[src/rtl/pccp_pkg.sv]
// ----------------------------------------------------------------------------
// pccp_pkg
// Shared types, constants and the arctangent table for the phase current
// Clarke/Park core.
// ----------------------------------------------------------------------------
package pccp_pkg;

    localparam int DEF_ADC_BITS   = 12;
    localparam int DEF_MAX_ROUNDS = 4096;
    localparam int DEF_ANGLE_BITS = 16;

    localparam int INV_SQRT3_Q16 = 37837;
    localparam int CORDIC_K_Q16  = 39797;
    localparam int CORDIC_STEPS  = 14;

    localparam logic [12:0] RST_CALIB_ROUNDS   = 13'd1024;
    localparam logic [23:0] RST_AMPS_PER_COUNT = 24'd65536;

    typedef enum logic [1:0] {
        REG_CALIB_ROUNDS   = 2'd0,
        REG_AMPS_PER_COUNT = 2'd1
    } t_reg_index;

    typedef enum logic [1:0] {
        STATUS_MEASURE = 2'd0,
        STATUS_SAMPLE  = 2'd1,
        STATUS_UPDATED = 2'd2
    } t_status;

    typedef enum logic [1:0] {
        ST_IDLE,
        ST_DIV,
        ST_MUL,
        ST_FIN
    } t_state;

    // Multiply phases of one measurement request.
    typedef enum logic [2:0] {
        PH_IA,
        PH_IB,
        PH_BETA,
        PH_ID0,
        PH_ID1,
        PH_IQ0,
        PH_IQ1
    } t_phase;

    // Arctangent of 2^-i in units of 1/65536 turn.
    function automatic logic [13:0] cordic_atan(input logic [3:0] i);
        logic [13:0] v;
        unique case (i)
            4'd0:    v = 14'd8192;
            4'd1:    v = 14'd4836;
            4'd2:    v = 14'd2555;
            4'd3:    v = 14'd1297;
            4'd4:    v = 14'd651;
            4'd5:    v = 14'd326;
            4'd6:    v = 14'd163;
            4'd7:    v = 14'd81;
            4'd8:    v = 14'd41;
            4'd9:    v = 14'd20;
            4'd10:   v = 14'd10;
            4'd11:   v = 14'd5;
            4'd12:   v = 14'd3;
            4'd13:   v = 14'd1;
            default: v = 14'd0;
        endcase
        return v;
    endfunction

endpackage

[src/rtl/phase_current_clarke_park_core.sv]
// ----------------------------------------------------------------------------
// phase_current_clarke_park_core
// Offset calibration, gain scaling, Clarke and Park transforms on phase
// current samples, with bit-serial multiply, divide and CORDIC.
// ----------------------------------------------------------------------------
// Measurement request: accept, then 7 shift-add multiplies, then the output
// state; most of the time goes to the serial multiplier.
// Calibration request: accept, then output; when the offsets are updated,
// the bit-serial divider runs in between.
// One request at a time; a new request is taken while a result waits.
// Synchronous active-low reset: offsets, sums and count cleared, registers
// set to their reset values.
module phase_current_clarke_park_core #(
    parameter int ADC_BITS   = pccp_pkg::DEF_ADC_BITS,
    parameter int MAX_ROUNDS = pccp_pkg::DEF_MAX_ROUNDS,
    parameter int ANGLE_BITS = pccp_pkg::DEF_ANGLE_BITS
) (
    input  logic         i_clk,
    input  logic         i_rst_n,
    input  logic         s_axis_tvalid,
    output logic         s_axis_tready,
    // sample_a[11:0], sample_b[23:12], elec_angle[39:24]
    input  logic [39:0]  s_axis_tdata,
    // req_type[0]
    input  logic [0:0]   s_axis_tuser,
    output logic         m_axis_tvalid,
    input  logic         m_axis_tready,
    // cur_a[31:0], cur_b[63:32], cur_alpha[95:64], cur_beta[127:96],
    // cur_direct[159:128], cur_quad[191:160]
    output logic [191:0] m_axis_tdata,
    // status[1:0], saturated[2]
    output logic [2:0]   m_axis_tuser,
    input  logic         i_cfg_valid,
    output logic         o_cfg_ready,
    input  logic [1:0]   i_cfg_index,
    input  logic [23:0]  i_cfg_data
);
    import pccp_pkg::*;

    localparam int CNTW  = $clog2(MAX_ROUNDS + 1);
    localparam int SUMW  = ADC_BITS + CNTW;
    localparam int MULW  = 25;
    localparam int STEPW = $clog2((SUMW > MULW) ? SUMW : MULW);
    localparam int RW    = 18;

    t_state r_state, n_state;
    t_phase r_phase;

    logic [12:0]          r_calib_rounds;
    logic [23:0]          r_amps;
    logic [ADC_BITS-1:0]  r_off_a, r_off_b;
    logic [SUMW-1:0]      r_sum_a, r_sum_b;
    logic [CNTW-1:0]      r_cnt;
    logic [STEPW-1:0]     r_step;

    logic [SUMW-1:0]      r_dq_a, r_dq_b;
    logic [CNTW-1:0]      r_rem_a, r_rem_b, r_div;

    logic signed [63:0]   r_acc, r_mcand;
    logic [MULW-1:0]      r_mplier;
    logic signed [31:0]   r_ia, r_ib, r_beta, r_id, r_iq;
    logic                 r_satf;
    logic [ADC_BITS-1:0]  r_sb;
    logic                 r_is_cal;
    t_status              r_res_status;

    logic signed [18:0]   r_cx, r_cy;
    logic signed [16:0]   r_cz;
    logic                 r_cneg, r_cbusy;
    logic [3:0]           r_cstep;

    logic                 r_ovalid;
    logic [191:0]         r_odata;
    logic [2:0]           r_ouser;

    // Input fields.
    logic [ADC_BITS-1:0]   sa, sb;
    logic [ANGLE_BITS-1:0] am;
    logic [15:0]           a16;
    assign sa = ADC_BITS'({{ADC_BITS{1'b0}}, s_axis_tdata[11:0]});
    assign sb = ADC_BITS'({{ADC_BITS{1'b0}}, s_axis_tdata[23:12]});
    assign am = ANGLE_BITS'({{ANGLE_BITS{1'b0}}, s_axis_tdata[39:24]});

    generate
        if (ANGLE_BITS >= 16) begin : g_ang_dn
            assign a16 = 16'(am >> (ANGLE_BITS - 16));
        end else begin : g_ang_up
            assign a16 = {am, {(16 - ANGLE_BITS){1'b0}}};
        end
    endgenerate

    logic accept;
    assign s_axis_tready = (r_state == ST_IDLE);
    assign accept        = s_axis_tvalid && s_axis_tready;
    assign o_cfg_ready   = 1'b1;

    // Calibration bookkeeping.
    logic [SUMW-1:0] cal_sum_a, cal_sum_b;
    logic [CNTW-1:0] cal_cnt;
    logic [RW-1:0]   eff_rounds;
    logic            cal_done;
    assign cal_sum_a = r_sum_a + SUMW'(sa);
    assign cal_sum_b = r_sum_b + SUMW'(sb);
    assign cal_cnt   = r_cnt + CNTW'(1);
    always_comb begin
        if (r_calib_rounds == 13'd0) begin
            eff_rounds = RW'(1);
        end else if (RW'(r_calib_rounds) > RW'(MAX_ROUNDS)) begin
            eff_rounds = RW'(MAX_ROUNDS);
        end else begin
            eff_rounds = RW'(r_calib_rounds);
        end
    end
    assign cal_done = (RW'(cal_cnt) >= eff_rounds);

    // Restoring divider, one quotient bit per cycle for each phase.
    logic [CNTW:0] rsh_a, rsh_b;
    logic          qa, qb;
    assign rsh_a = {r_rem_a, r_dq_a[SUMW-1]};
    assign rsh_b = {r_rem_b, r_dq_b[SUMW-1]};
    assign qa    = (rsh_a >= {1'b0, r_div});
    assign qb    = (rsh_b >= {1'b0, r_div});

    // Shift-add multiplier; the top multiplier bit carries negative weight.
    logic signed [63:0] pp, mac_sum, sat_in;
    logic               mac_last, sat_hit;
    logic signed [31:0] sat_val;
    assign pp       = r_mplier[0] ? r_mcand : 64'sd0;
    assign mac_last = (r_step == STEPW'(MULW - 1));
    assign mac_sum  = mac_last ? (r_acc - pp) : (r_acc + pp);
    assign sat_in   = (r_phase == PH_IA || r_phase == PH_IB) ? mac_sum : (mac_sum >>> 16);
    assign sat_hit  = (sat_in > 64'sd2147483647) || (sat_in < -64'sd2147483648);
    assign sat_val  = sat_hit ? (sat_in[63] ? 32'sh80000000 : 32'sh7fffffff)
                              : sat_in[31:0];

    // CORDIC step and final sine/cosine.
    logic signed [18:0] cos_v, sin_v;
    logic signed [16:0] at_v, z0;
    assign at_v  = $signed({3'b000, cordic_atan(r_cstep)});
    assign cos_v = r_cneg ? -r_cx : r_cx;
    assign sin_v = r_cneg ? -r_cy : r_cy;
    assign z0    = 17'($signed(a16));

    logic signed [ADC_BITS:0] da, db;
    assign da = $signed({1'b0, sa}) - $signed({1'b0, r_off_a});
    assign db = $signed({1'b0, r_sb}) - $signed({1'b0, r_off_b});

    // State register and next state.
    always_ff @(posedge i_clk) begin
        if (!i_rst_n) begin
            r_state <= ST_IDLE;
        end else begin
            r_state <= n_state;
        end
    end

    always_comb begin
        n_state = r_state;
        unique case (r_state)
            ST_IDLE: begin
                if (accept) begin
                    if (!s_axis_tuser[0]) begin
                        n_state = ST_MUL;
                    end else if (cal_done) begin
                        n_state = ST_DIV;
                    end else begin
                        n_state = ST_FIN;
                    end
                end
            end
            ST_DIV: begin
                if (r_step == STEPW'(SUMW - 1)) n_state = ST_FIN;
            end
            ST_MUL: begin
                if (mac_last && r_phase == PH_IQ1) n_state = ST_FIN;
            end
            ST_FIN: begin
                if (!r_ovalid || m_axis_tready) n_state = ST_IDLE;
            end
            default: n_state = ST_IDLE;
        endcase
    end

    // Control state, configuration and calibration.
    always_ff @(posedge i_clk) begin
        if (!i_rst_n) begin
            r_calib_rounds <= RST_CALIB_ROUNDS;
            r_amps         <= RST_AMPS_PER_COUNT;
            r_off_a        <= '0;
            r_off_b        <= '0;
            r_sum_a        <= '0;
            r_sum_b        <= '0;
            r_cnt          <= '0;
            r_step         <= '0;
            r_phase        <= PH_IA;
            r_cbusy        <= 1'b0;
            r_ovalid       <= 1'b0;
        end else begin
            if (i_cfg_valid) begin
                if (i_cfg_index == REG_CALIB_ROUNDS) begin
                    r_calib_rounds <= i_cfg_data[12:0];
                end else if (i_cfg_index == REG_AMPS_PER_COUNT) begin
                    r_amps <= i_cfg_data;
                end
            end

            if (accept && s_axis_tuser[0]) begin
                if (cal_done) begin
                    r_sum_a <= '0;
                    r_sum_b <= '0;
                    r_cnt   <= '0;
                end else begin
                    r_sum_a <= cal_sum_a;
                    r_sum_b <= cal_sum_b;
                    r_cnt   <= cal_cnt;
                end
            end

            if (accept) begin
                r_step  <= '0;
                r_phase <= PH_IA;
                r_cbusy <= !s_axis_tuser[0];
            end else if (r_state == ST_DIV) begin
                r_step <= r_step + STEPW'(1);
                if (r_step == STEPW'(SUMW - 1)) begin
                    r_off_a <= ADC_BITS'({r_dq_a[SUMW-2:0], qa});
                    r_off_b <= ADC_BITS'({r_dq_b[SUMW-2:0], qb});
                end
            end else if (r_state == ST_MUL) begin
                if (mac_last) begin
                    r_step <= '0;
                    if (r_phase != PH_IQ1) r_phase <= t_phase'(r_phase + 3'd1);
                end else begin
                    r_step <= r_step + STEPW'(1);
                end
            end

            if (r_cbusy && r_cstep == 4'(CORDIC_STEPS - 1)) r_cbusy <= 1'b0;

            if (r_state == ST_FIN && (!r_ovalid || m_axis_tready)) begin
                r_ovalid <= 1'b1;
            end else if (m_axis_tready) begin
                r_ovalid <= 1'b0;
            end
        end
    end

    // Datapath.
    always_ff @(posedge i_clk) begin
        if (accept) begin
            r_is_cal     <= s_axis_tuser[0];
            r_res_status <= cal_done ? STATUS_UPDATED : STATUS_SAMPLE;
            r_sb         <= sb;
            r_satf       <= 1'b0;
            r_acc        <= 64'sd0;
            r_mcand      <= 64'(da);
            r_mplier     <= {1'b0, r_amps};
            r_div        <= cal_cnt;
            r_dq_a       <= cal_sum_a;
            r_dq_b       <= cal_sum_b;
            r_rem_a      <= '0;
            r_rem_b      <= '0;
            r_cx         <= 19'sd39797;
            r_cy         <= 19'sd0;
            r_cstep      <= 4'd0;
            if (z0 > 17'sd16384) begin
                r_cz   <= z0 - 17'sd32768;
                r_cneg <= 1'b1;
            end else if (z0 < -17'sd16384) begin
                r_cz   <= z0 + 17'sd32768;
                r_cneg <= 1'b1;
            end else begin
                r_cz   <= z0;
                r_cneg <= 1'b0;
            end
        end else begin
            if (r_state == ST_DIV) begin
                r_dq_a  <= {r_dq_a[SUMW-2:0], qa};
                r_dq_b  <= {r_dq_b[SUMW-2:0], qb};
                r_rem_a <= qa ? CNTW'(rsh_a - {1'b0, r_div}) : CNTW'(rsh_a);
                r_rem_b <= qb ? CNTW'(rsh_b - {1'b0, r_div}) : CNTW'(rsh_b);
            end

            if (r_cbusy) begin
                r_cstep <= r_cstep + 4'd1;
                if (r_cz >= 0) begin
                    r_cx <= r_cx - (r_cy >>> r_cstep);
                    r_cy <= r_cy + (r_cx >>> r_cstep);
                    r_cz <= r_cz - at_v;
                end else begin
                    r_cx <= r_cx + (r_cy >>> r_cstep);
                    r_cy <= r_cy - (r_cx >>> r_cstep);
                    r_cz <= r_cz + at_v;
                end
            end

            if (r_state == ST_MUL) begin
                if (!mac_last) begin
                    r_acc    <= mac_sum;
                    r_mcand  <= r_mcand <<< 1;
                    r_mplier <= r_mplier >> 1;
                end else begin
                    unique case (r_phase)
                        PH_IA: begin
                            r_ia     <= sat_val;
                            r_satf   <= r_satf | sat_hit;
                            r_acc    <= 64'sd0;
                            r_mcand  <= 64'(db);
                            r_mplier <= {1'b0, r_amps};
                        end
                        PH_IB: begin
                            r_ib     <= sat_val;
                            r_satf   <= r_satf | sat_hit;
                            r_acc    <= 64'sd32768;
                            r_mcand  <= 64'(r_ia) + (64'(sat_val) <<< 1);
                            r_mplier <= MULW'(INV_SQRT3_Q16);
                        end
                        PH_BETA: begin
                            r_beta   <= sat_val;
                            r_satf   <= r_satf | sat_hit;
                            r_acc    <= 64'sd32768;
                            r_mcand  <= 64'(r_ia);
                            r_mplier <= MULW'(cos_v);
                        end
                        PH_ID0: begin
                            r_acc    <= mac_sum;
                            r_mcand  <= 64'(r_beta);
                            r_mplier <= MULW'(sin_v);
                        end
                        PH_ID1: begin
                            r_id     <= sat_val;
                            r_satf   <= r_satf | sat_hit;
                            r_acc    <= 64'sd32768;
                            r_mcand  <= 64'(r_beta);
                            r_mplier <= MULW'(cos_v);
                        end
                        PH_IQ0: begin
                            r_acc    <= mac_sum;
                            r_mcand  <= -64'(r_ia);
                            r_mplier <= MULW'(sin_v);
                        end
                        PH_IQ1: begin
                            r_iq   <= sat_val;
                            r_satf <= r_satf | sat_hit;
                        end
                        default: r_acc <= mac_sum;
                    endcase
                end
            end
        end

        if (r_state == ST_FIN && (!r_ovalid || m_axis_tready)) begin
            if (r_is_cal) begin
                r_odata <= '0;
                r_ouser <= {1'b0, r_res_status};
            end else begin
                r_odata <= {r_iq, r_id, r_beta, r_ia, r_ib, r_ia};
                r_ouser <= {r_satf, STATUS_MEASURE};
            end
        end
    end

    assign m_axis_tvalid = r_ovalid;
    assign m_axis_tdata  = r_odata;
    assign m_axis_tuser  = r_ouser;

    // The rotation needs sine and cosine, which must be ready by then.
    a_cordic_ready: assert property (@(posedge i_clk) disable iff (!i_rst_n)
        (r_state == ST_MUL && r_phase == PH_ID0) |-> !r_cbusy)
        else $error("CORDIC still running when the Park multiply starts");

    a_cnt_range: assert property (@(posedge i_clk) disable iff (!i_rst_n)
        RW'(r_cnt) <= RW'(MAX_ROUNDS))
        else $error("calibration count above maximum rounds");

    a_div_cleared: assert property (@(posedge i_clk) disable iff (!i_rst_n)
        (r_state == ST_DIV) |-> (r_cnt == '0 && r_sum_a == '0 && r_sum_b == '0))
        else $error("calibration sums not restarted during offset update");

    a_busy_no_accept: assert property (@(posedge i_clk) disable iff (!i_rst_n)
        (r_state == ST_MUL || r_state == ST_DIV) |-> !s_axis_tready)
        else $error("request accepted while a request is in progress");

endmodule
[config.mk]
export PLATFORM = sky130hd
export DESIGN_NAME = phase_current_clarke_park_core
export DESIGN_NICKNAME = d
export VERILOG_FILES = /design/src/rtl/pccp_pkg.sv /design/src/rtl/phase_current_clarke_park_core.sv
export SDC_FILE = /design/constraint.sdc
export NUM_CORES = 2
export LEC_CHECK = 0
export BUFFER_PORTS_ARGS = -buffer_cell sky130_fd_sc_hd__buf_2
export CAP_MARGIN = 15
export CORE_ASPECT_RATIO = 1.2
export CORE_MARGIN = 5
export CORE_UTILIZATION = 25
export DETAILED_ROUTE_END_ITERATION = 10
export GPL_TIMING_DRIVEN = 0
export PLACE_DENSITY = 0.47
export SETUP_SLACK_MARGIN = 0.4
export SLEW_MARGIN = 25
export SYNTH_ARGS = -nofsm -noshare
export SYNTH_HDL_FRONTEND = slang
export SYNTH_SLANG_ARGS = --single-unit
[constraint.sdc]
create_clock -name i_clk -period 16 [get_ports i_clk]
set_input_delay 0.8 -clock i_clk [delete_from_list [all_inputs] [get_ports i_clk]]
set_output_delay 0.8 -clock i_clk [all_outputs]
set_load 0.02 [all_outputs]
==> metrics.cfg <==
[route]
wl_met3_mm = 12.62
via_count = 42385
ant_nets = 0
first_pass_iters = 6
drtIter0Drc = 3735
wl_met1_mm = 82.50
routed.top_layer = met5
dr_wl_met2_mm = 83.70
wl_per_cell_um = 22.40
wl_mm = 187.4
vias_per_cell = 5.065
drc = 0

[placed_design]
hpwl_mm = 146.5
portBuffers = 268
dp_cells = 8193
placed_area_um2 = 53990
dp_slack_ns = 1.605
gp_congestion = 0.9265

[global_routing]
grt_pass1_vias = 40963
gr-total-overflow = 0
grt_first_pass_wirelength_mm = 271.5
grt_util_all_layers_pct = 17.61
antenna_found_initial = 13
grt_max_degree = 48

[die]
io_pins = 270
core.rowCount = 177
die_y_um = 493.8
start_util_pct = 25.14
die_w_um = 413.2
die_area_um2 = 204000
core-area_um2 = 194000

[sta]
hold_viol = 0
setup_ws_ns = 1.177
max_freq_ghz = 0.06746
finalCritPeriodShare_pct = 92.65
min_period_ns = 14.82
slew_headroom_pct = 26.71
clock_skew_ns = 0.04985
rsz0062_at_grt = false
worstMarginPinSlew_ns = 1.099
finalSetupViolCount = 0
slew_viol_final = 0
finalSetupTns_ns = 0

[cells_and_area]
nNetsFinal = 6039
stdcell_count = 8369
area_delta_synth_final_pct = 17.31
fillers = 20688
design_area_um2 = 57210
drive_gt1_share_pct = 10.69
insertedDiodeCount = 0

[clock_tree]
h-tree-depth = 3
hold_buffers = 0
cts_buffers = 95
cts_setup_buffers = 0
cts_buffer_depth = 3
cts_sinks = 791
cts_tree = yes
worst_setup_hold_path_clk_slew_ns = 0.06
insertion_delay_ns = 0.74
cts_resized = 0
clock-root-buffer = clkbuf_16

[power_and_ir_drop]
power_w = 0.01247
irDropWorstVdd_mv = 0.1432
power_density_nw_per_um2 = 218.0
p_leak_nw = 21.38

[synth]
synthAdderAreaFrac_pct = 7.148
seq_area_frac_synth_pct = 42.88
synth-simple-area-share_pct = 17.81
synth_compound_area_share_pct = 19.29
synth-main-ff-cell = edfxtp_1
yosysTopAreaCell = edfxtp_1
syn_area_um2 = 48770
synth_edf_count = 507
synth_most_common_cell = nand2_1
ys_seq_elements = 791
synth_top_family_by_area = compound AO/OA/AOI/OAI gates
syn_avg_cell_area_um2 = 9.186
synth_xor_area_share_pct = 5.657
synth_top_area_share_pct = 31.22
synthArstFlopShare_pct = 0
ys_top_cells_by_area = edfxtp_1 31%, dfxtp_1 12%, ha_1 6.7%
ys_top_cells_by_count = 663 x nand2_1, 507 x edfxtp_1, 405 x nor2_1, 391 x o21ai_0, 352 x a21oi_1
synth_fp_nets = 5653
netlist_instances = 5309
synthMuxAreaShare_pct = 2.807
yosysWarnings = 0
ys_types = 97

[run]
maxCapViolations = 0

[worst_setup_path]
max_stage_delay_ns = 0.69
cp-end-kind = flop
start_kind = flop
crit_top_cell = clkbuf_1
crit_required_ns = 16.56
path_class = reg -> reg
reg2reg_from = r_mplier[0]
cp_max_fo = 10
critPathArrivalTime_ns = 15.38
timing.critical_path.from = r_mplier[0]
crit_slowest_cell = o32ai_2

[worst_hold_path]
hp-start = s_axis_tdata[18]
min_path_type = in -> reg

[run_status]
status = finished clean

worst max-delay path, delay by kind of cell, from the launching register on:
kind	cells	cell delay, ns
AOI/OAI and AO/OA	22	6.87
xor gates and xnor gates	1	0.67
adders and majority gates	4	1.50
buffers and inverters	8	3.63
DFF	1	0.32
and+or+nand+nor	9	1.66
per-stage QoR:
| stage | utilization (%) | hold WS [ns] |
|---|---|---|
| 4_1_cts | 29.48 | 0.2218 |
| 5_1_grt | 29.49 | 0.2395 |
| 6_report | 29.49 | 0.2764 |
| 2_1_floorplan | - | 0.4173 |
| 3_3_place_gp | 27.50 | 0.4496 |
| 3_5_place_dp | 27.83 | 0.4501 |
cell usage in the layout (no fill, tap or decap), types with 22 or more instances in the layout:
cell type / count
nand2_1: 661
edfxtp_1: 507
nor2_1: 400
o21ai_0: 391
a21oi_1: 346
dfxtp_1: 284
buf_2: 277
ha_1: 261
clkbuf_1: 260
nor2b_1: 210
inv_1: 203
xnor2_1: 191
xor2_1: 124
nor3_1: 98
clkbuf_16: 97
nand3_1: 94
a21boi_0: 88
a21o_1: 81
a22oi_1: 64
mux2i_1: 58
a211oi_1: 57
nand2b_1: 52
and3_1: 48
nand4_1: 46
a31oi_1: 46
or3_1: 45
o21bai_1: 43
buf_4: 39
o21a_1: 39
o31ai_1: 37
o211ai_1: 34
nor4_1: 32
nand3b_1: 27
mux4_2: 26
buf_1: 25
o22ai_1: 23
and2_1: 22
a221oi_1: 22
area by class of cell:
type,count,area [um^2],area share [%]
sequential,791,20910,36.55
timing repair buffer,289,1754,3.066
buffer,323,1381,2.415
multi-input combinational,3987,25920,45.32
inverter,208,780.7,1.365
clock buffer,117,2532,4.427
tap,2595,3247,5.676
clock inverter,59,678.2,1.185
registers in the layout (all words and copies together), names as in the netlist, 14 cells and up:
signal,count
m_axis_tdata,160
r_id,32
r_acc,64
r_dq_b,25
r_amps,24
r_iq,32
r_ia,32
r_cx,19
r_sum_a,25
r_mplier,25
r_beta,32
r_cz,17
r_ib,32
r_sum_b,25
r_cy,19
r_dq_a,25
at_v,14
r_mcand,64
final timing paths:
kind              cells past startpoint     endpoint  slack, ns
setup / recovery                     44  r_mcand[51]       1.18
hold / removal                        1      r_sb[6]       0.28
setup reg to reg                     44  r_mcand[51]       1.18
hold reg to reg                       2   r_off_b[2]       0.46
kinds of logic after synthesis:
| logic type | count (synthesis) |
|---|---|
| simple gates | 1822 |
| compound gates | 1475 |
| flops | 791 |
| buf+inv | 531 |
| xor+xnor | 315 |
| fa+ha+maj | 272 |
| mux | 102 |
| other cells | 1 |
layer usage:
layer  vias to the layer above  global-route usage (%)
li1                      20051                       -
met5                         -                       0
met2                      1619                   28.57
met4                         2                   7.011
met3                       315                   2.601
met1                     20398                   23.57
where the power goes:
part	switching, W	leakage (nW)	total, W	internal (W)
clock	0.000947	1.55	0.00225	0.00130
combinational	0.00454	12.8	0.00696	0.00242
sequential	0.000387	7.04	0.00326	0.00287
total	0.00587	21.4	0.0125	0.00660
Note: power is estimated with default switching activity, not from simulation.
